File: config.mk
export PLATFORM = sky130hd
export DESIGN_NAME = prg_div
export DESIGN_NICKNAME = d
export VERILOG_FILES = /design/src/prg_pkg.sv /design/src/prg_div.sv
export SDC_FILE = /design/constraint.sdc
export NUM_CORES = 1
export LEC_CHECK = 0
export ABC_AREA = 1
export BUFFER_PORTS_ARGS = -buffer_cell sky130_fd_sc_hd__buf_2
export CORE_MARGIN = 2
export CORE_UTILIZATION = 50
export CTS_CLUSTER_SIZE = 40
export DETAILED_ROUTE_END_ITERATION = 7
export PLACE_DENSITY = 0.69
export RECOVER_POWER = 100
export SLEW_MARGIN = 0
export SYNTH_ARGS = -nofsm -noshare
export SYNTH_HDL_FRONTEND = slang
export SYNTH_SLANG_ARGS = --single-unit
File: constraint.sdc
create_clock -name clk -period 8.6 [get_ports clk]
set_input_delay 0.43 -clock clk [delete_from_list [all_inputs] [get_ports clk]]
set_output_delay 0.43 -clock clk [all_outputs]
set_load 0.1 [all_outputs]
File: src/prg_pkg.sv
// Shared constants, types and codes for the peak row grouper.
package prg_pkg;

  localparam int MAX_ROWS    = 256;
  localparam int MAX_SAMPLES = 64;
  localparam int ROW_W       = $clog2(MAX_ROWS);
  localparam int CNT_W       = ROW_W + 1;
  localparam int SAMPLE_W    = 6;
  localparam int INDEX_W     = 8;
  localparam int WORD_W      = 32;
  localparam int MTOL_W      = 14;
  localparam int CHARGE_W    = 6;
  localparam int CFG_IDX_W   = 2;

  // mass half width = floor(mass * tol / 1e7); 1e7 = 2^7 * 5^7, so the product
  // drops 7 bits and is multiplied by ceil(2^55 / 5^7), exact below 2^39
  localparam int PROD_W      = WORD_W + MTOL_W;
  localparam int QUOT_W      = 24;
  localparam int PRE_SHIFT   = 7;
  localparam int RECIP_W     = 39;
  localparam int RECIP_SHIFT = 55;
  localparam int PART_W      = 20;
  localparam int PAIR_W      = 2 * PART_W;
  localparam int ACC_W       = RECIP_SHIFT + QUOT_W;
  localparam logic [RECIP_W-1:0] RECIP = RECIP_W'(64'd461168601843);

  localparam logic [CFG_IDX_W-1:0] REG_MASS_TOL = CFG_IDX_W'(0);
  localparam logic [CFG_IDX_W-1:0] REG_TIME_TOL = CFG_IDX_W'(1);

  localparam logic [MTOL_W-1:0] MASS_TOL_RESET = MTOL_W'(100);
  localparam logic [WORD_W-1:0] TIME_TOL_RESET = WORD_W'(32768);

  typedef enum logic [1:0] {
    OUT_JOINED = 2'd0,
    OUT_NEW    = 2'd1,
    OUT_DUP    = 2'd2,
    OUT_FULL   = 2'd3
  } outcome_t;

  typedef struct packed {
    logic [WORD_W-1:0]      mass_lo;
    logic [WORD_W-1:0]      mass_hi;
    logic [WORD_W-1:0]      time_lo;
    logic [WORD_W-1:0]      time_hi;
    logic [CHARGE_W-1:0]    charge;
    logic [MAX_SAMPLES-1:0] members;
  } row_t;

endpackage

File: src/prg_div.sv
// Division by the fixed mass divisor: reciprocal multiply, four partial products on one multiplier.
module prg_div (
  input  logic                          clk,
  input  logic                          rst,
  input  logic                          start,
  input  logic [prg_pkg::PROD_W-1:0]    dividend,
  output logic                          busy,
  output logic [prg_pkg::QUOT_W-1:0]    quotient
);

  logic [1:0]                   phase;
  logic                         run;
  logic [prg_pkg::PAIR_W-1:0]   scaled;
  logic [prg_pkg::PAIR_W-1:0]   recip;
  logic [prg_pkg::PART_W-1:0]   op_a;
  logic [prg_pkg::PART_W-1:0]   op_b;
  logic [prg_pkg::PAIR_W-1:0]   part;
  logic [prg_pkg::ACC_W-1:0]    part_sh;
  logic [prg_pkg::ACC_W-1:0]    acc;

  assign recip = prg_pkg::PAIR_W'(prg_pkg::RECIP);

  // phase bit 1 picks the high half of the scaled product, bit 0 that of the reciprocal
  assign op_a = phase[1] ? scaled[prg_pkg::PAIR_W-1:prg_pkg::PART_W]
                         : scaled[prg_pkg::PART_W-1:0];
  assign op_b = phase[0] ? recip[prg_pkg::PAIR_W-1:prg_pkg::PART_W]
                         : recip[prg_pkg::PART_W-1:0];
  assign part = prg_pkg::PAIR_W'(op_a) * prg_pkg::PAIR_W'(op_b);

  always_comb begin
    part_sh = prg_pkg::ACC_W'(part);
    if (phase[1]) begin
      part_sh = part_sh << prg_pkg::PART_W;
    end
    if (phase[0]) begin
      part_sh = part_sh << prg_pkg::PART_W;
    end
  end

  always_ff @(posedge clk) begin
    if (rst) begin
      run   <= 1'b0;
      phase <= '0;
    end else if (start) begin
      run   <= 1'b1;
      phase <= '0;
    end else if (run) begin
      phase <= phase + 2'd1;
      if (phase == 2'd3) begin
        run <= 1'b0;
      end
    end
  end

  always_ff @(posedge clk) begin
    if (start) begin
      scaled <= prg_pkg::PAIR_W'(dividend[prg_pkg::PROD_W-1:prg_pkg::PRE_SHIFT]);
      acc    <= '0;
    end else if (run) begin
      acc <= acc + part_sh;
    end
  end

  assign busy     = run;
  assign quotient = acc[prg_pkg::RECIP_SHIFT +: prg_pkg::QUOT_W];

endmodule

==> flow_summary.ini <==
[timing]
skew_ns = 0.0184
final-setup-viol-count = 46
tightestPinTransition_ns = 1.24
layout_min_cycle_time_ns = 8.86
rsz0062_at_grt = true
final.period_utilization_pct = 103
whs_ns = 0.0954
setup_ws_ns = -0.260
max-slew-margin-rel_pct = 16.9
finalHoldViolations = 0
finalMaxSlewViolations = 0
fmax_mhz = 113

[clock_tree]
postCtsHoldBufs = 0
clk_pin_slew_ns = 0.08
h-tree-depth = 4
clk_latency_ns = 0.51
clock_sinks = 121
cts_inserted_buffers = 17
ctsRootBufferMaster = clkbuf_16
clock_path_buffers = 2
cts_tree = yes

[placed_design]
io_buffers = 66
dpl.cell_count = 4610
dp_slack_ns = -0.404
dpl.hpwl_um = 73700
gp_congestion = 1.06

[final_layout]
final_common_cell = buf_4
final_nets = 4679
postLayoutCoreUtil_pct = 74.5
layout.cells.non_filler = 4740
drive_gt1_share_pct = 41.3
syn_to_final_growth_pct = 48.0
antenna_cells = 0
final_cell_mix = buf_4 (650), inv_1 (608), nand2_1 (453)

[yosys]
synth_edf_count = 39
synth_cells = 3388
yosys.area.top_type = fa_1
synth_ff_type = dfxtp_1
synth.area.top_cells = fa_1 (20%), ha_1 (15%), inv_1 (11%)
post_synth_num_cell_types = 55
ys_seq_area_share_pct = 12.1
synth_top_area_share_pct = 20.1
yosys.area_share.xor_xnor_pct = 2.67
synth_mux_area_share_pct = 0
netlist_area_um2 = 23300
syn_avg_cell_area_um2 = 6.87
ys_ff_latch = 121
synth_async_sr_flop_share_pct = 0
synth_warnings = 0
synthAdderAreaFrac_pct = 35.0
synth_compound_area_share_pct = 11.8
synth-simple-area-share_pct = 24.8
synth_top_family_by_area = adder cells

[outcome]
status = finished with violations
failed_checks = negative setup slack

[setup_path]
startpoint_type = register
arrival_ns = 9.26
cp-end-kind = register
critPathMaxStageDelay_ns = 0.60
slowest_stage = fa_1
cpMostUsedCell = inv_1
r2r_cells = 47
path_max_fanout = 7
cp_data_required_time_ns = 9.00
crit_type = reg -> reg

[global_routing]
overflow = 0
grt_max_degree = 71
met1_usage_pct = 42.8
track_usage_pct = 37.5
busiest_layer = met2
met3_usage_pct = 6.28
grt_pass1_wl_um = 134000
grt_util_met2_pct = 63.1
antenna_found_initial = 1
grt_pass1_vias = 24395

[die]
coreArea_um2 = 46300
die_area_um2 = 48300
die_h_um = 220
placementRows = 79
ios = 74
start_util_pct = 50.3
die_w_um = 220

[hold_path]
min_path_cells = 1
hp-class = in -> reg

[routing]
ant_nets = 0
routed_wl_um = 98700
drtPass1Iterations = 8
vias = 25920
drc = 0
drt-initial-drc-count = 2398
wl_per_cell_um = 20.8
vias_per_cell = 5.47

[run]
timing.max_cap.violations = 0
[synth_stat cells, types with 21 or more instances]
| master | count |
|---|---|
| o21bai_1 | 21 |
| nor2_2 | 26 |
| nand3_1 | 128 |
| xor2_1 | 44 |
| nand4_1 | 24 |
| fa_1 | 234 |
| dfxtp_1 | 82 |
| edfxtp_1 | 39 |
| nor2_1 | 518 |
| o21ai_0 | 142 |
| buf_4 | 25 |
| nand2_1 | 620 |
| a21oi_1 | 168 |
| ha_1 | 276 |
| xnor2_1 | 27 |
| o21ai_1 | 34 |
| clkbuf_1 | 46 |
| inv_2 | 22 |
| inv_1 | 697 |
| nor3_1 | 23 |
[cell families after synthesis]
group / after synthesis
and+or+nand+nor: 1398
buffers and inverters: 811
adders and majority gates: 510
AOI/OAI and AO/OA: 475
DFF: 121
xor gates and xnor gates: 71
other: 2
[state kept, by name, summed over array words and instances, names as in the netlist]
name and flops:
busy 1, scaled 39, phase 2, acc 79
[worst max-delay path, delay by kind of cell, from the launching register on]
kind / cells / cell delay, ns
adder cells (fa/ha/maj): 9 / 3.82
AND/OR/NAND/NOR: 21 / 2.53
buffers and inverters: 12 / 1.21
AO/OA/AOI/OAI: 5 / 0.80
flip-flops: 1 / 0.37
[cell type report]
type / count / area (um2)
inverters: 722 / 2740
repair buffers: 781 / 6000
multi-input cells: 2477 / 21600
clock buffers: 19 / 433
fillers: 3329 / 11800
flip-flops and latches: 121 / 2820
well taps: 607 / 759
clock inverters: 13 / 146
[metal layers]
metal  wire [um]  part of all wire [%]  vias to the layer above
met1       34800                    35                    12159
met4       10700                    11                        2
met5          13                 0.013                        -
li1            -                     -                    11977
met2       45100                    46                     1228
met3        8090                   8.2                      554
[what timing repair did]
item | 4_1_cts | 5_1_grt
endpoints found under the setup margin | 57 | 66
setup buffers | 20 | 82
pin swaps | 100 | 333
cloned | 1 | 0
resized for setup | 303 | 903
[through the flow]
step                      setup TNS (ns)  area, um2
after floorplan                        0      23400
after global placement             -9.44      28700
after detailed placement          -12.79      28700
after CTS                        -0.0551      30500
after global routing              -24.56      34500
final                              -5.60      34500
[path summary, 6_finish.rpt]
check                                 start        end  slack, ns
worst max register to register     phase[1]    acc[57]      -0.26
worst min-delay path            dividend[8]  scaled[1]        0.1
worst min register to register       acc[0]     acc[0]       0.53
worst max-delay path               phase[1]    acc[57]      -0.26
Power is not shown: default switching activity piles up to over one toggle a cycle in this logic, so the estimate is an artifact.
